$ cat config.mk
export PLATFORM = sky130hd
export DESIGN_NAME = soft_timer_bank
export DESIGN_NICKNAME = d
export VERILOG_FILES = /design/src/design/stb_pkg.sv /design/src/design/soft_timer_bank.sv /design/src/design/stb_ram.sv /design/src/design/stb_seq.sv
export SDC_FILE = /design/constraint.sdc
export NUM_CORES = 1
export LEC_CHECK = 0
export ABC_AREA = 1
export BUFFER_PORTS_ARGS = -buffer_cell sky130_fd_sc_hd__buf_4
export CORE_MARGIN = 2
export CORE_UTILIZATION = 40
export DETAILED_ROUTE_END_ITERATION = 12
export GPL_ROUTABILITY_DRIVEN = 1
export HOLD_SLACK_MARGIN = 0.08
export PLACE_DENSITY = 0.64
export SYNTH_ARGS = -nofsm -noshare
export SYNTH_HDL_FRONTEND = slang
export SYNTH_SLANG_ARGS = --single-unit
$ cat constraint.sdc
create_clock -name clk -period 4.25 [get_ports clk]
set_clock_uncertainty 0.2 [all_clocks]
set_input_delay 0 -clock clk [delete_from_list [all_inputs] [get_ports clk]]
set_output_delay 0 -clock clk [all_outputs]
set_load 0.02 [all_outputs]
$ cat src/design/stb_pkg.sv
// Shared types and constants for the soft timer bank.
// Holds the request and response beat layouts, the timer entry layout and the
// request and sequencer state codes. Depends on nothing.
`default_nettype none

package stb_pkg;

    // Request codes carried in req_type.
    typedef enum logic [2:0] {
        REQ_TICK       = 3'd0,
        REQ_START_ONCE = 3'd1,
        REQ_START_AUTO = 3'd2,
        REQ_STOP       = 3'd3,
        REQ_CHECK      = 3'd4
    } req_code_t;

    // One request beat.
    typedef struct packed {
        logic [2:0]  req_type;
        logic [7:0]  timer_id;
        logic [31:0] period;
    } req_t;

    // One response beat.
    typedef struct packed {
        logic expired;
        logic bad_id;
    } rsp_t;

    // One timer as it is kept in the state memory.
    typedef struct packed {
        logic [31:0] down_count;
        logic [31:0] reload_value;
        logic        expiry_flag;
        logic        auto_mode;
    } entry_t;

    localparam int ENTRY_W = $bits(entry_t);

    // Sequencer states.
    typedef enum logic [2:0] {
        ST_IDLE,
        ST_TICK_RD,
        ST_ACC_RD,
        ST_WAIT,
        ST_FINISH
    } seq_state_t;

    // Control from the sequencer to the datapath.
    typedef struct packed {
        logic        accept;
        logic        rd_en;
        logic [7:0]  rd_addr;
        logic [2:0]  req_type;
        logic [31:0] period;
        logic        bad_id;
        logic        rsp_load;
    } seq_ctl_t;

endpackage

`default_nettype wire

$ cat src/design/soft_timer_bank.sv
// Soft timer bank
//
// Requests arrive on req (req_valid / req_stall), one beat per request, and
// each request gives exactly one response beat on rsp (rsp_valid / rsp_stall).
// A request is taken when req_valid is high and req_stall is low; the bank
// works on one request at a time and holds req_stall high while it does.
//
// All timer state lives in one memory with a registered read, one entry per
// timer. A tick reads, updates and writes back every entry in turn, one entry
// per cycle. Start, stop and check touch one entry; a request with a bad id or
// an unused code goes straight to the response. The next request is taken in
// the cycle after the response is loaded.
//
// The response sits in an output register. While the receiver stalls, the
// beat holds, and a finished request waits for the slot to free up.
// Reset clears the per-entry valid bits, so every timer reads as zero
// (stopped, flag clear, one-shot) right after reset with no clearing pass.
// Depends on stb_pkg, stb_ram and stb_seq.
`default_nettype none

module soft_timer_bank
    import stb_pkg::*;
#(
    parameter int TIMERS = 8
) (
    input  wire logic clk,
    input  wire logic rst_n,
    input  wire logic req_valid,
    output logic      req_stall,
    input  wire req_t req,
    output logic      rsp_valid,
    input  wire logic rsp_stall,
    output rsp_t      rsp
);

    localparam int IDX_W = (TIMERS > 1) ? $clog2(TIMERS) : 1;

    seq_ctl_t         ctl;
    logic             rsp_free;
    logic             rd_pend_reg;
    logic [IDX_W-1:0] rd_idx_reg;
    logic [TIMERS-1:0] entry_valid_reg;
    logic [ENTRY_W-1:0] ram_rd_data;
    entry_t           cur;
    entry_t           upd;
    logic [31:0]      dec_count;
    logic             expired_reg;
    logic             rsp_valid_reg;
    rsp_t             rsp_reg;

    assign rsp_free = !rsp_valid_reg || !rsp_stall;

    stb_seq #(
        .TIMERS (TIMERS)
    ) u_seq (
        .clk       (clk),
        .rst_n     (rst_n),
        .req_valid (req_valid),
        .req       (req),
        .rsp_free  (rsp_free),
        .req_stall (req_stall),
        .ctl       (ctl)
    );

    stb_ram #(
        .WIDTH (ENTRY_W),
        .DEPTH (TIMERS)
    ) u_ram (
        .clk     (clk),
        .wr_en   (rd_pend_reg),
        .wr_addr (rd_idx_reg),
        .wr_data (upd),
        .rd_en   (ctl.rd_en),
        .rd_addr (ctl.rd_addr[IDX_W-1:0]),
        .rd_data (ram_rd_data)
    );

    // Track which entry the memory is returning this cycle.
    always_ff @(posedge clk or negedge rst_n)
    begin
        if (!rst_n)
        begin
            rd_pend_reg <= 1'b0;
        end
        else
        begin
            rd_pend_reg <= ctl.rd_en;
        end
    end

    always_ff @(posedge clk)
    begin
        if (ctl.rd_en)
        begin
            rd_idx_reg <= ctl.rd_addr[IDX_W-1:0];
        end
    end

    // An entry never written since reset reads as all zero.
    always_ff @(posedge clk or negedge rst_n)
    begin
        if (!rst_n)
        begin
            entry_valid_reg <= '0;
        end
        else if (rd_pend_reg)
        begin
            entry_valid_reg[rd_idx_reg] <= 1'b1;
        end
    end

    assign cur       = entry_valid_reg[rd_idx_reg] ? entry_t'(ram_rd_data) : '0;
    assign dec_count = cur.down_count - 32'd1;

    // Modify the entry according to the request in progress.
    always_comb
    begin
        upd = cur;
        case (ctl.req_type)
            REQ_TICK:
            begin
                if (cur.down_count != 32'd0)
                begin
                    upd.down_count = dec_count;
                    if (dec_count == 32'd0)
                    begin
                        upd.expiry_flag = 1'b1;
                        if (cur.auto_mode)
                        begin
                            upd.down_count = cur.reload_value;
                        end
                    end
                end
            end
            REQ_START_ONCE, REQ_START_AUTO:
            begin
                upd.down_count   = ctl.period;
                upd.reload_value = ctl.period;
                upd.expiry_flag  = 1'b0;
                upd.auto_mode    = (ctl.req_type == REQ_START_AUTO);
            end
            REQ_STOP:
            begin
                upd.down_count  = 32'd0;
                upd.expiry_flag = 1'b0;
                upd.auto_mode   = 1'b0;
            end
            REQ_CHECK:
            begin
                upd.expiry_flag = 1'b0;
            end
            default:
            begin
                upd = cur;
            end
        endcase
    end

    // Flag seen by a check.
    always_ff @(posedge clk)
    begin
        if (ctl.accept)
        begin
            expired_reg <= 1'b0;
        end
        else if (rd_pend_reg && (ctl.req_type == REQ_CHECK))
        begin
            expired_reg <= cur.expiry_flag;
        end
    end

    // Response output register.
    always_ff @(posedge clk or negedge rst_n)
    begin
        if (!rst_n)
        begin
            rsp_valid_reg <= 1'b0;
        end
        else if (ctl.rsp_load)
        begin
            rsp_valid_reg <= 1'b1;
        end
        else if (!rsp_stall)
        begin
            rsp_valid_reg <= 1'b0;
        end
    end

    always_ff @(posedge clk)
    begin
        if (ctl.rsp_load)
        begin
            rsp_reg.expired <= expired_reg;
            rsp_reg.bad_id  <= ctl.bad_id;
        end
    end

    assign rsp_valid = rsp_valid_reg;
    assign rsp       = rsp_reg;

endmodule

`default_nettype wire

$ cat src/design/stb_ram.sv
// Generic single-write, single-read synchronous RAM with a registered read.
// Used for the timer state memory. Depends on nothing.
`default_nettype none

module stb_ram #(
    parameter int WIDTH = 8,
    parameter int DEPTH = 8
) (
    input  wire logic                                     clk,
    input  wire logic                                     wr_en,
    input  wire logic [((DEPTH > 1) ? $clog2(DEPTH) : 1)-1:0] wr_addr,
    input  wire logic [WIDTH-1:0]                         wr_data,
    input  wire logic                                     rd_en,
    input  wire logic [((DEPTH > 1) ? $clog2(DEPTH) : 1)-1:0] rd_addr,
    output logic      [WIDTH-1:0]                         rd_data
);

    logic [WIDTH-1:0] mem_reg [DEPTH];

    // Write port.
    always_ff @(posedge clk)
    begin
        if (wr_en)
        begin
            mem_reg[wr_addr] <= wr_data;
        end
    end

    // Registered read port.
    always_ff @(posedge clk)
    begin
        if (rd_en)
        begin
            rd_data <= mem_reg[rd_addr];
        end
    end

endmodule

`default_nettype wire

$ cat src/design/stb_seq.sv
// Request sequencer for the soft timer bank: accepts beats, walks the timer
// entries for a tick and times the response. Depends on stb_pkg.
`default_nettype none

module stb_seq
    import stb_pkg::*;
#(
    parameter int TIMERS = 8
) (
    input  wire logic     clk,
    input  wire logic     rst_n,
    input  wire logic     req_valid,
    input  wire req_t     req,
    input  wire logic     rsp_free,
    output logic          req_stall,
    output seq_ctl_t      ctl
);

    localparam int IDX_W = (TIMERS > 1) ? $clog2(TIMERS) : 1;
    localparam logic [IDX_W-1:0] LAST_IDX = IDX_W'(TIMERS - 1);
    localparam logic [7:0] ID_LIMIT = 8'(TIMERS);

    seq_state_t       state_reg, state_next;
    logic [IDX_W-1:0] cnt_reg;
    req_t             req_reg;
    logic             bad_reg;
    logic             accept;
    logic             is_addressed;
    logic             id_ok;

    // Classify the incoming request.
    always_comb
    begin
        is_addressed = (req.req_type == REQ_START_ONCE) || (req.req_type == REQ_START_AUTO) ||
                       (req.req_type == REQ_STOP) || (req.req_type == REQ_CHECK);
        id_ok        = req.timer_id < ID_LIMIT;
        accept       = req_valid && (state_reg == ST_IDLE);
    end

    // Next state.
    always_comb
    begin
        state_next = state_reg;
        case (state_reg)
            ST_IDLE:
            begin
                if (req_valid)
                begin
                    if (req.req_type == REQ_TICK)
                    begin
                        state_next = ST_TICK_RD;
                    end
                    else if (is_addressed && id_ok)
                    begin
                        state_next = ST_ACC_RD;
                    end
                    else
                    begin
                        state_next = ST_FINISH;
                    end
                end
            end
            ST_TICK_RD:
            begin
                if (cnt_reg == LAST_IDX)
                begin
                    state_next = ST_WAIT;
                end
            end
            ST_ACC_RD: state_next = ST_WAIT;
            ST_WAIT:   state_next = ST_FINISH;
            ST_FINISH:
            begin
                if (rsp_free)
                begin
                    state_next = ST_IDLE;
                end
            end
            default:   state_next = ST_IDLE;
        endcase
    end

    // Outputs.
    always_comb
    begin
        req_stall    = (state_reg != ST_IDLE);
        ctl.accept   = accept;
        ctl.rd_en    = (state_reg == ST_TICK_RD) || (state_reg == ST_ACC_RD);
        ctl.rd_addr  = (state_reg == ST_TICK_RD) ? 8'(cnt_reg) : req_reg.timer_id;
        ctl.req_type = req_reg.req_type;
        ctl.period   = req_reg.period;
        ctl.bad_id   = bad_reg;
        ctl.rsp_load = (state_reg == ST_FINISH) && rsp_free;
    end

    // State register.
    always_ff @(posedge clk or negedge rst_n)
    begin
        if (!rst_n)
        begin
            state_reg <= ST_IDLE;
        end
        else
        begin
            state_reg <= state_next;
        end
    end

    // Entry counter for the tick walk.
    always_ff @(posedge clk or negedge rst_n)
    begin
        if (!rst_n)
        begin
            cnt_reg <= '0;
        end
        else if (accept)
        begin
            cnt_reg <= '0;
        end
        else if ((state_reg == ST_TICK_RD) && (cnt_reg != LAST_IDX))
        begin
            cnt_reg <= cnt_reg + 1'b1;
        end
    end

    // Captured request and its id check.
    always_ff @(posedge clk)
    begin
        if (accept)
        begin
            req_reg <= req;
            bad_reg <= is_addressed && !id_ok;
        end
    end

endmodule

`default_nettype wire

**Word level (Yosys, flattened, before mapping)**

Memory sizes are Yosys's and may differ from the RTL's. A register that Yosys moved wholly into a read port is not among the register bits.
Cells that the tools add are included.

- Add/sub/neg operators: 2
- Order comparisons: 3
- Eq/ne operators: 18
- Mux-type cells: 27
- Bitwise gates (word level): 1
- Reduce and logical (&&, ||, !) cells: 25

Operator list:

| operator | count |
|---|---|
| 32-bit 2-to-1 mux | 4 |
| 32-bit case mux with 3 select lines | 1 |
| 66-bit 2-to-1 mux | 1 |
| 32-bit zero test | 1 |
| 32-bit nonzero test | 1 |
| 32-bit by 1-bit subtractor with 32-bit output, second input constant | 1 |
| 3-bit 2-to-1 mux | 8 |
| 3-bit by 2-bit equality test with 1-bit output, second input constant | 6 |
| 3-bit case mux with 5 select lines | 1 |
| 3-bit equality test, second input constant | 4 |
| 3-bit by 1-bit equality test with 1-bit output, second input constant | 3 |
| 3-bit zero test | 3 |
| 8-bit by 4-bit less-than comparator with 1-bit output, second input constant | 1 |
| 1-bit 2-to-1 mux | 8 |
| 8-bit bitwise OR | 1 |
| 1-bit logical AND | 7 |
| 2-bit by 1-bit != test with 1-bit output, second input constant | 3 |
| 1-bit logical OR | 5 |
| 3-bit by 4-bit less-than comparator with 1-bit output, second input constant | 1 |
| 1-bit case mux with 2 select lines | 2 |
| 4-bit OR reduction | 1 |
| 3-bit by 1-bit adder with 3-bit output, second input constant | 1 |
| 1-bit binary-select mux with 3-bit select | 1 |
| 1-bit demux with 3-bit select | 1 |
| 8 further kinds | 10 |

- Register bits: 61
- RAM bits: 528
- Input bits: 47
- Output and inout bits: 4
- Word-level logic and storage cells: 90
- Memories: 1

Memory list:

| memory | words | bits a word | read ports | clocked after memory_dff | wr ports | line | source |
|---|---|---|---|---|---|---|---|
| u_ram.mem_reg | 8 | 66 | 1 | 1 | 1 | stb_ram.sv:18 | `logic [WIDTH-1:0] mem_reg [DEPTH];` |

**Depth between registers and ports, before layout**

Gate-level depths: netlist (run 1).

- Depth after elaboration: 9
- Mapped depth: 29
- Depth with buffers taken out: 25

**Cells and area by module**

From an unflattened synthesis (run 1), not the netlist that was laid out.

- Cell total of the unflattened synthesis: 3345
- Area, all modules: 31167.4 µm²

By module, submodules not included:

| module | instances | cells each | area each (µm²) | sequential area each (µm²) |
|---|---|---|---|---|
| stb_ram | 1 | 2365 | 24923.9 | 17837.1 |
| soft_timer_bank | 1 | 822 | 4124.0 | 420.4 |
| stb_seq | 1 | 158 | 2119.5 | 1471.4 |

**Worst setup path before layout (run 1)**

Ideal clock, no wire load.

- Path kind: register to register
- From: register u_seq.state_reg[0]
- To: register rd_idx_reg[0], enable pin
- Library setup time: 0.499 ns
- Arrival: 3.536 ns
- Data required time: 3.551 ns
- Setup slack: 0.016 ns
- Stages on the path, launching flop included: 4
- Path buffers: 0
- Clock period less this slack: 4.234 ns
- Cell sequence: dfrtp_1 > a21oi_1 > inv_1 > nor2_1

RTL lines:

| what | line | source |
|---|---|---|
| from (decl) | stb_seq.sv:23 | `seq_state_t state_reg, state_next;` |
| from (signal assigned) | stb_seq.sv:105 | `state_reg <= state_next;` |
| to (signal assigned) | soft_timer_bank.sv:95 | `rd_idx_reg <= ctl.rd_addr[IDX_W-1:0];` |
| to (decl) | soft_timer_bank.sv:41 | `logic [IDX_W-1:0] rd_idx_reg;` |

**Final worst setup path (run 1)**

- From: register rd_idx_reg[0]
- To: memory u_ram.mem_reg[0][53] in the netlist's numbering (data pin)

- Longest elaborated chain between the ends: 8
- Elaborated cells on any way between the ends: 10
- Classes of those cells: 1 x add/sub; 7 x mux; 2 x reduce/logical

RTL lines:

| what | line | source |
|---|---|---|
| 1-bit binary-select mux with 3-bit select (*) | soft_timer_bank.sv:112 | `assign cur = entry_valid_reg[rd_idx_reg] ? entry_t'(ram_rd_data) : '0;` |
| 1-bit 2-to-1 mux (implied by the code) (*) | soft_timer_bank.sv:112 |  |
| 66-bit 2-to-1 mux (*) | soft_timer_bank.sv:112 |  |
| 32-bit by 1-bit subtractor with 32-bit output | soft_timer_bank.sv:113 | `assign dec_count = cur.down_count - 32'd1;` |
| 32-bit zero test or 32-bit 2-to-1 mux (tied branches) | soft_timer_bank.sv:125, soft_timer_bank.sv:128 |  |
| 32-bit 2-to-1 mux | soft_timer_bank.sv:125 | `if (dec_count == 32'd0)` |
| 32-bit 2-to-1 mux | soft_timer_bank.sv:122 | `if (cur.down_count != 32'd0)` |
| 32-bit case mux with 3 select lines (*) | soft_timer_bank.sv:119 | `case (ctl.req_type)` |
| named net u_ram.wr_data[53] | stb_ram.sv:12 | `input wire logic [WIDTH-1:0] wr_data,` |
| to (decl) | stb_ram.sv:18 |  |

Mark *: on every way through the listed nets, which the timed path passes. The rest lies on a longest branch. The select of a mux whose other input is x is not followed.

==> impl_metrics.tcl, run 1 <==
set metrics [dict create \
    die_area_sq_um 72900 \
    arrival_ns 3.99 \
    cellPowerDensity_nw_per_um2 866 \
    h-tree-depth 3 \
    vias 19700 \
    ys_types 47 \
    max_freq_mhz 254 \
    antenna_found_initial 1 \
    synthArstFlopShare_pct 2.44 \
    syn_avg_cell_area_sq_um 11.8 \
    routedWlPerCell_um 21.6 \
    worstHoldStart "req_valid" \
    rsz0062_at_grt "false" \
    synth-adder-area-share_pct 0.177 \
    maxSlewViolCount 0 \
    hpwl_um 44800 \
    fp.dieW_um 270 \
    peakVddDrop_v 0.000488 \
    cts_tree "done" \
    dominantRegCellSynth "edfxtp_1" \
    finalHoldViolCount 0 \
    synth_area_sq_um 28300 \
    period_share_pct 92.6 \
    maxCapViolCount 0 \
    first_iter_violations 1990 \
    dr.pass1.iters 6 \
    slew_headroom_pct 25.2 \
    yosys_warnings 0 \
    via_per_inst 5.59 \
    leakage_nw 11.7 \
    syn_inst 2399 \
    worstMarginPinSlew_ns 1.11 \
    grt_max_degree 126 \
    ff_latch_area_sq_um 19600 \
    coreArea_sq_um 70000 \
    grt.overflow.total 0 \
    initial_core_util_pct 40.4 \
    hold_depth 4 \
    synth_mux_area_share_pct 0 \
    postRouteAntennaNets 0 \
    grt_util_all_layers_pct 20.5 \
    min_to "u_seq.state_reg[2]$_DFFE_PN0P_" \
    endpoint_kind "flop" \
    place.gp.congestion 0.973 \
    wirelength_um 76100 \
    finalSetupViolCount 0 \
    synth-xor-area-share_pct 0.0309 \
    cp_max_fo 34 \
    first_global_vias 18900 \
    r2r_start "rd_idx_reg[0]$_DFFE_PP_" \
    reg2regPathDepth 23 \
    syn_to_final_growth_pct 16.9 \
    clk_pin_slew_worst_paths_ns 0.06 \
    clk-insertion-delay-late_ns 0.62 \
    power_w 0.0287 \
    ys_ff_latch 655 \
    setup_tns_ns 0 \
    drive_gt1_share_pct 12.5 \
    pin_count 51 \
    cts.path.max_buffers 3 \
    ff2ff_setup_slack_ns 0.32 \
    worstHoldPathType "in2reg" \
    worstSetupPathType "reg2reg" \
    synth_fp_nets 2450 \
    cts_sinks 655 \
    yosys.area_share.simple_pct 12.8 \
    diodes 0 \
    start_kind "flop" \
    drcViolationCount 0 \
    synth_edf_count 638 \
    grt_pass1_wl_um 115000 \
    fillCellCount 6113 \
    cts_root_buf "clkbuf_16" \
    die_y_um 270 \
    port_buffers 50 \
    r2r_end "u_ram.mem_reg[0][53]$_DFFE_PP_" \
    required_ns 4.30 \
    cts_inserted_buffers 66 \
    synth_top_family_by_area "compound AO/OA/AOI/OAI gates" \
    largest_reg_flops 528 \
    min_period_ns 3.93 \
    ys_seq_area_share_pct 69.2 \
    nets 2573 \
    status "finished clean" \
    multi_input_area_sq_um 7900 \
    synth-compound-area-share_pct 14.4 \
    core.rowCount 97 \
]
cell type report:
cell class | instances | share of cell area, %
clock buffer | 84 | 5.35
inverter | 98 | 1.15
timing repair buffer | 191 | 5.62
sequential | 655 | 59.1
multi-input combinational | 1510 | 23.9
tap | 940 | 3.55
clock inverter | 38 | 1.30
worst max path at each step:
stage                                    from  cells past startpoint                        endpoint
2_1_floorplan  u_seq.state_reg[0]$_DFFE_PN0P_                      3         rd_idx_reg[0]$_DFFE_PP_
3_3_place_gp          rd_idx_reg[2]$_DFFE_PP_                     23  u_ram.mem_reg[6][35]$_DFFE_PP_
3_5_place_dp          rd_idx_reg[1]$_DFFE_PP_                     23  u_ram.mem_reg[2][35]$_DFFE_PP_
4_1_cts               rd_idx_reg[1]$_DFFE_PP_                     23  u_ram.mem_reg[7][35]$_DFFE_PP_
5_1_grt               rd_idx_reg[0]$_DFFE_PP_                     24  u_ram.mem_reg[7][35]$_DFFE_PP_
6_report              rd_idx_reg[0]$_DFFE_PP_                     23  u_ram.mem_reg[0][53]$_DFFE_PP_
Yosys cell counts, types with 6 or more instances:
cell type / count / area share [%]
o41ai_2: 16 / 0.92
nand3_1: 120 / 2.1
o21ai_0: 350 / 6.2
a31oi_1: 67 / 1.5
nor2_4: 9 / 0.36
nor2_1: 265 / 3.5
nand2_1: 380 / 5.0
nand2_2: 29 / 0.64
o21bai_1: 132 / 3.5
o41ai_1: 9 / 0.28
o22ai_1: 67 / 1.5
a21oi_1: 8 / 0.14
buf_6: 6 / 0.24
buf_1: 10 / 0.13
nor2_2: 14 / 0.31
clkbuf_1: 112 / 1.5
dfrtp_1: 16 / 1.4
edfxtp_1: 638 / 68
inv_2: 10 / 0.13
inv_1: 85 / 1.1
o21ai_1: 7 / 0.12
power breakdown:
group | switching [W] | internal (W) | leakage, nW | total (W)
Combinational | 0.00870 | 0.00344 | 4.58 | 0.0121
Clock | 0.00247 | 0.00347 | 1.08 | 0.00594
Sequential | 0.000805 | 0.00977 | 6.05 | 0.0106
Total | 0.0120 | 0.0167 | 11.7 | 0.0287
logic make-up (layout without fill, tap and decap cells):
| kind of cell | after synthesis | after routing |
|---|---|---|
| simple gates | 842 | 842 |
| xor+xnor | 1 | 1 |
| fa+ha+maj | 4 | 4 |
| buf+inv | 234 | 411 |
| compound gates | 663 | 663 |
| flops | 655 | 655 |
metal layers:
metal,part of all wire [%],GRT usage [%]
met1,42,28.2
met2,48,33.6
met3,7.4,3.09
met4,2.5,6.48
met5,0,0
stage by stage:
| step | std cells | utilization, % | cell area (sq um) | worst slack (ns) | hold WS, ns |
|---|---|---|---|---|---|
| 4_1_cts | 3512 | 47.2 | 33000 | 0.200 | 0.105 |
| 2_1_floorplan | 2399 | - | 28300 | 0.0157 | -0.496 |
| 5_1_grt | 3516 | 47.3 | 33100 | 0.0203 | 0.225 |
| 3_5_place_dp | 3304 | 42.8 | 30000 | 0.238 | -0.323 |
| 3_3_place_gp | 3304 | 42.8 | 30000 | 0.339 | -0.329 |
| 6_report | 3516 | 47.3 | 33100 | 0.315 | 0.176 |
worst max-delay path: stages, from the launching register on:
cell,delay [ns]
edfxtp_1,0.46
inv_2,0.12
nand2_1,0.05
nand3_1,0.08
nand2_1,0.10
inv_2,0.10
nand2_8,0.16
buf_4,0.30
o41ai_1,0.16
nand2_1,0.16
nor2_1,0.24
nand2_1,0.11
nand2_1,0.08
nand2_1,0.12
nand2_1,0.14
nor2_1,0.06
nand2_1,0.09
nor2_4,0.05
buf_4,0.14
buf_4,0.15
nand3_1,0.06
nand3_1,0.09
nand2_1,0.08
nand3_1,0.22
cell usage in the layout, fill, tap and decap left out, types with 4 or more instances in the layout:
master and instances:
edfxtp_1 638, nand2_1 380, o21ai_0 349, nor2_1 255, o21bai_1 132, nand3_1 116
buf_4 88, dlygate4sd3_1 86, inv_1 83, clkbuf_16 68, o22ai_1 67, a31oi_1 67
nand2_2 29, nor2_4 19, buf_12 17, o41ai_2 16, dfrtp_1 16, clkbuf_1 15
nor2_2 14, clkinv_2 12, clkinv_1 11, inv_2 10, o41ai_1 9, a21oi_1 8
bufinv_16 8, nand3_2 6, o21ai_1 5, or2_2 5, inv_6 5, o31ai_1 4
timing repair:
action / 4_1_cts / 5_1_grt
buffers inserted: 0 / 4
gates resized for setup: 0 / 5
setup endpoints to repair: 0 / 178
endpoints found under the hold margin: 104 / 0
hold buffers: 86 / 0
No activity file was read; power rests on OpenSTA's default activity.
==> run 2, diff against run 1 <==
--- a/config.mk
+++ b/config.mk
@@ -7,12 +7,15 @@
 export LEC_CHECK = 0
 export ABC_AREA = 1
 export BUFFER_PORTS_ARGS = -buffer_cell sky130_fd_sc_hd__buf_4
+export CELL_PAD_IN_SITES_DETAIL_PLACEMENT = 1
+export CELL_PAD_IN_SITES_GLOBAL_PLACEMENT = 2
 export CORE_MARGIN = 2
-export CORE_UTILIZATION = 40
+export CORE_UTILIZATION = 39
 export DETAILED_ROUTE_END_ITERATION = 12
 export GPL_ROUTABILITY_DRIVEN = 1
 export HOLD_SLACK_MARGIN = 0.08
-export PLACE_DENSITY = 0.64
+export PLACE_DENSITY = 0.82
+export SKIP_LAST_GASP = 1
 export SYNTH_ARGS = -nofsm -noshare
 export SYNTH_HDL_FRONTEND = slang
 export SYNTH_SLANG_ARGS = --single-unit
==> impl_metrics.tcl, run 2 (same netlist as run 1, synthesis figures left out) <==
set metrics [dict create \
    wirelength_um 86900 \
    r2r_start "rd_idx_reg[0]$_DFFE_PP_" \
    grt_max_degree 133 \
    grt_util_all_layers_pct 23.4 \
    largest_reg_flops 528 \
    min_period_ns 3.97 \
    port_buffers 50 \
    critPathMaxStageDelay_ns 0.47 \
    peakVddDrop_v 0.000564 \
    hpwl_um 50700 \
    cts_tree "done" \
    place.gp.congestion 0.911 \
    period_share_pct 93.5 \
    via_per_inst 5.67 \
    cts_sinks 655 \
    grt_pass1_wl_um 132000 \
    cts.path.max_buffers 3 \
    routedWlPerCell_um 24.7 \
    max_freq_mhz 252 \
    layout_commonest_cell "edfxtp_1" \
    worstHoldStart "req_valid" \
    diodes 0 \
    nets 2574 \
    die_area_sq_um 74800 \
    pin_count 51 \
    fp.dieW_um 273 \
    core.rowCount 98 \
    initial_core_util_pct 39.5 \
    cpMostUsedCell "nand2_1" \
    layout_common_cells "638 x edfxtp_1, 380 x nand2_1, 349 x o21ai_0" \
    clk_pin_slew_worst_paths_ns 0.06 \
    place_worst_setup_slack_ns 0.0331 \
    fin_cells 3526 \
    crit_chain "inv_2, nand2_1, nand3_1, nand2_1, inv_2, nand2_8, buf_12, o41ai_1, nand2_1, nor2_2, nand3_1, nand2_1, nand2_1, nor2_1, nand2_1, nor2_4, buf_4, nand3_1, nand3_1, nand2_1, nand3_1" \
    cpMaxStageDelayCell "edfxtp_1" \
    fillCellCount 7449 \
    dr.pass1.iters 7 \
    arrival_ns 4.18 \
    cts_inserted_buffers 70 \
    status "finished clean" \
    first_iter_violations 1485 \
    worstHoldPathType "in2reg" \
    antenna_found_initial 0 \
    h-tree-depth 3 \
    grt.overflow.total 0 \
    vias 20000 \
    start_kind "flop" \
    clk-insertion-delay-late_ns 0.64 \
    required_ns 4.45 \
    worstMarginPinSlew_ns 1.18 \
    multi_input_area_sq_um 7950 \
    endpoint_kind "flop" \
    first_global_vias 21400 \
    stdcell_area_sq_um 33300 \
    cellPowerDensity_nw_per_um2 888 \
    slew_headroom_pct 21.0 \
    maxSlewViolCount 0 \
    drcViolationCount 0 \
    coreArea_sq_um 71700 \
    place_area_sq_um 30000 \
    worstSetupPathType "reg2reg" \
    finalSetupViolCount 0 \
    finalHoldViolCount 0 \
    leakage_nw 11.8 \
    placed_cells 3313 \
    cts_root_buf "clkbuf_16" \
    drive_gt1_share_pct 12.8 \
    crit_path_start "rd_idx_reg[0]$_DFFE_PP_" \
    ff2ff_setup_slack_ns 0.28 \
    cp_max_fo 38 \
    ff_latch_area_sq_um 19600 \
    die_y_um 273 \
    maxCapViolCount 0 \
    path_buf_inv 4 \
    cp_top_family "simple AND/OR/NAND/NOR gates" \
    syn_to_final_growth_pct 17.5 \
    postRouteAntennaNets 0 \
    setup_ws_ns 0.276 \
]
[run 2: changes by cell type in the layout (fill, tap and decap cells not counted), moves of 2 or more]
cell,change
nand3_1,-9
nand3_2,+9
buf_4,-4
clkinv_8,+4
clkbuf_16,+3
inv_6,-3
clkinv_4,+2
[run 2: area by class of cell]
cell class                      count  share of cell area [%]
Tap cell                          950                    3.57
Multi-Input combinational cell   1510                    23.9
Clock inverter                     39                    1.38
Timing Repair Buffer              188                    5.57
Sequential cell                   655                    58.9
Clock buffer                       86                    5.51
Inverter                           98                    1.17
[run 2: what timing repair did]
item                                    CTS  global route
setup buffers                             0             2
gates resized for setup                   0            18
hold buffers                             86             0
endpoints found under the setup margin    0           264
endpoints found under the hold margin   104             0
[run 2: worst reg2reg max path: stages, from the launching register on]
cell,delay (ns)
edfxtp_1,0.47
inv_2,0.14
nand2_1,0.06
nand3_1,0.08
nand2_1,0.10
inv_2,0.11
nand2_8,0.15
buf_12,0.26
o41ai_1,0.16
nand2_1,0.25
nor2_2,0.22
nand3_1,0.09
nand2_1,0.21
nand2_1,0.10
nor2_1,0.12
nand2_1,0.11
nor2_4,0.23
buf_4,0.23
nand3_1,0.09
nand3_1,0.08
nand2_1,0.06
nand3_1,0.24
[run 2: final timing paths]
kind / end / cells after the start
max: u_ram.mem_reg[0][57]$_DFFE_PP_ / 21
max in group asynchronous: rd_pend_reg$_DFF_PN0_ / 3
max reg2reg: u_ram.mem_reg[0][57]$_DFFE_PP_ / 21
min: u_seq.state_reg[2]$_DFFE_PN0P_ / 4
min in group asynchronous: u_seq.cnt_reg[2]$_DFFE_PN0P_ / 3
min reg2reg: rsp[0]$_DFFE_PP_ / 0
[run 2: metal layers]
layer	GRT usage [%]	part of all wire, %	up-vias
li1	-	-	8961
met4	7.43	2.4	0
met5	0	0	-
met2	40.3	50	592
met3	3.30	5.2	140
met1	30.6	43	10300
[run 2: report_power, final]
part | internal [W] | leakage (nW) | switching, W | total (W)
clock | 0.00358 | 1.11 | 0.00259 | 0.00617
sequential | 0.00978 | 6.05 | 0.000828 | 0.0106
combinational | 0.00352 | 4.63 | 0.00922 | 0.0127
[run 2: per-stage QoR]
stage	power (W)	setup TNS (ns)	utilization [%]	hold slack, ns
after floorplan	0.0186	0	-	-0.496
after global placement	0.0226	0	41.8	-0.330
after detailed placement	0.0231	0	41.8	-0.326
after CTS	0.0294	0	46.2	0.114
after global routing	0.0312	-0.00419	46.4	0.177
final	0.0295	0	46.4	0.135
==> run 3, diff against run 2 <==
--- a/config.mk
+++ b/config.mk
@@ -9,12 +9,13 @@
 export BUFFER_PORTS_ARGS = -buffer_cell sky130_fd_sc_hd__buf_4
 export CELL_PAD_IN_SITES_DETAIL_PLACEMENT = 1
 export CELL_PAD_IN_SITES_GLOBAL_PLACEMENT = 2
+export CORE_ASPECT_RATIO = 0.75
 export CORE_MARGIN = 2
-export CORE_UTILIZATION = 39
+export CORE_UTILIZATION = 40
 export DETAILED_ROUTE_END_ITERATION = 12
 export GPL_ROUTABILITY_DRIVEN = 1
 export HOLD_SLACK_MARGIN = 0.08
-export PLACE_DENSITY = 0.82
+export PLACE_DENSITY = 0.81
 export SKIP_LAST_GASP = 1
 export SYNTH_ARGS = -nofsm -noshare
 export SYNTH_HDL_FRONTEND = slang
==> constraint.sdc (replaced) <==
create_clock -name clk -period 4.38 [get_ports clk]
set_clock_uncertainty 0.2 [all_clocks]
set_input_delay 0 -clock clk [delete_from_list [all_inputs] [get_ports clk]]
set_output_delay 0 -clock clk [all_outputs]
set_load 0.02 [all_outputs]
==> impl_metrics.tcl, run 3 (same netlist as run 1, synthesis figures left out) <==
set metrics [dict create \
    leakage_nw 11.7 \
    r2r_start "rd_idx_reg[0]$_DFFE_PP_" \
    pin_count 51 \
    cp_max_fo 20 \
    setup_ws_ns 0.246 \
    h-tree-depth 3 \
    initial_core_util_pct 40.4 \
    min_period_ns 4.13 \
    drive_gt1_share_pct 12.2 \
    worstHoldPathType "in2reg" \
    power_w 0.0285 \
    critPathMaxStageDelay_ns 0.49 \
    max_freq_mhz 242 \
    die_y_um 234 \
    cts_tree "done" \
    period_share_pct 94.4 \
    coreArea_sq_um 70100 \
    fp.dieW_um 311 \
    core.rowCount 84 \
    required_ns 4.45 \
    reg2regPathDepth 23 \
    endpoint "u_ram.mem_reg[7][59]$_DFFE_PP_" \
    finalSetupViolCount 0 \
    largest_reg_flops 528 \
    endpoint_kind "flop" \
    rsz0062_at_grt "false" \
    maxSlewViolCount 0 \
    first_global_vias 21000 \
    crit_path_start "rd_idx_reg[0]$_DFFE_PP_" \
    ff2ff_setup_slack_ns 0.25 \
    layout_common_cells "638 x edfxtp_1, 380 x nand2_1, 349 x o21ai_0" \
    worstSetupPathType "reg2reg" \
    holdWs_ns 0.128 \
    worstMarginPinSlew_ns 1.26 \
    maxCapViolCount 0 \
    place.gp.congestion 0.909 \
    routedWlPerCell_um 25.4 \
    dr.pass1.iters 7 \
    r2r_end "u_ram.mem_reg[7][59]$_DFFE_PP_" \
    first_iter_violations 1880 \
    crit_chain "inv_2, nand2_1, nand3_1, nand2_1, inv_2, nand2_8, buf_4, o41ai_2, nand2_1, nor2_1, nand2_1, nand2_1, nand2_1, nand2_1, nor2_1, nand2_1, nor2_4, buf_4, buf_4, nand3_1, nand3_1, nand2_1, nand3_1" \
    postRouteAntennaNets 0 \
    layout_commonest_cell "edfxtp_1" \
    cpMaxStageDelayCell "edfxtp_1" \
    place_area_sq_um 30000 \
    cts.path.max_buffers 3 \
    cts_inserted_buffers 67 \
    drcViolationCount 0 \
    start_kind "flop" \
    grt_pass1_wl_um 134000 \
    slew_headroom_pct 15.1 \
    peakVddDrop_v 0.000535 \
    clk-insertion-delay-late_ns 0.63 \
    die_area_sq_um 72900 \
    via_per_inst 5.72 \
    cts_sinks 655 \
    antenna_found_initial 3 \
    grt_util_all_layers_pct 24.6 \
    setup_tns_ns 0 \
    status "finished clean" \
    grt_max_degree 133 \
    finalHoldViolCount 0 \
    stdcell_area_sq_um 33000 \
    grt.overflow.total 0 \
    nets 2581 \
    syn_to_final_growth_pct 16.6 \
    cts_root_buf "clkbuf_16" \
    wirelength_um 89500 \
    hpwl_um 53300 \
    cellPowerDensity_nw_per_um2 862 \
    vias 20200 \
    arrival_ns 4.20 \
    clk_pin_slew_worst_paths_ns 0.06 \
    place_worst_setup_slack_ns 0.0700 \
    cpMostUsedCell "nand2_1" \
    port_buffers 50 \
]
run 3: cell count changes in the layout (fill, tap and decap cells not counted), moves of 3 or more:
cell and delta:
buf_4 +11, bufinv_16 -6, clkbuf_16 -3, clkinv_1 +5
clkinv_2 -4, clkinv_8 -5, inv_6 +3, nand3_1 +12
nand3_2 -12
run 3: worst min path at each step:
stage,from,to,cells after the start
floorplan,rst_n,entry_valid_reg[0]$_DFFE_PN0P_,0
global placement,rst_n,u_seq.cnt_reg[2]$_DFFE_PN0P_,1
detailed placement,rst_n,u_seq.cnt_reg[2]$_DFFE_PN0P_,1
CTS,req_valid,u_seq.state_reg[2]$_DFFE_PN0P_,4
global route,req_valid,u_seq.state_reg[2]$_DFFE_PN0P_,4
finish,req_valid,u_seq.state_reg[2]$_DFFE_PN0P_,4
run 3: what timing repair did:
item,4_1_cts,5_1_grt
setup endpoints to repair,0,264
hold buffers,86,0
endpoints found under the hold margin,104,0
buffers inserted,0,4
resized for setup,0,3
run 3: cell type report:
| type | count | area (sq um) |
|---|---|---|
| well taps | 946 | 1180 |
| multi-input cells | 1510 | 7890 |
| repair buffers | 198 | 1910 |
| fillers | 7336 | 37100 |
| diodes | 1 | 2.50 |
| clock inverters | 33 | 294 |
| inverters | 98 | 380 |
| flip-flops and latches | 655 | 19600 |
| clock buffers | 82 | 1760 |
run 3: power by group:
| part | internal (W) | leakage, nW | switching (W) | total [W] |
|---|---|---|---|---|
| combinational | 0.00346 | 4.60 | 0.00921 | 0.0127 |
| clock | 0.00302 | 1.00 | 0.00250 | 0.00552 |
| sequential | 0.00949 | 6.05 | 0.000788 | 0.0103 |
| total | 0.0160 | 11.7 | 0.0125 | 0.0285 |
run 3: metrics by stage:
step	utilization, %	cells
after floorplan	-	2399
after CTS	47.0	3518
final	47.1	3523
after global placement	42.8	3317
after detailed placement	42.8	3317
after global routing	47.1	3522
run 3: critical path: cells and delay by family (launching register included):
family / cells / cell delay (ns)
buffers and inverters: 5 / 0.79
flip-flops: 1 / 0.49
AND/OR/NAND/NOR: 17 / 2.12
AO/OA/AOI/OAI: 1 / 0.16
run 3: layer usage:
metal	part of all wire, %	global-route usage (%)
met5	0	0
met4	1.7	5.96
met3	6.3	3.34
met2	46	39.4
met1	46	35.7
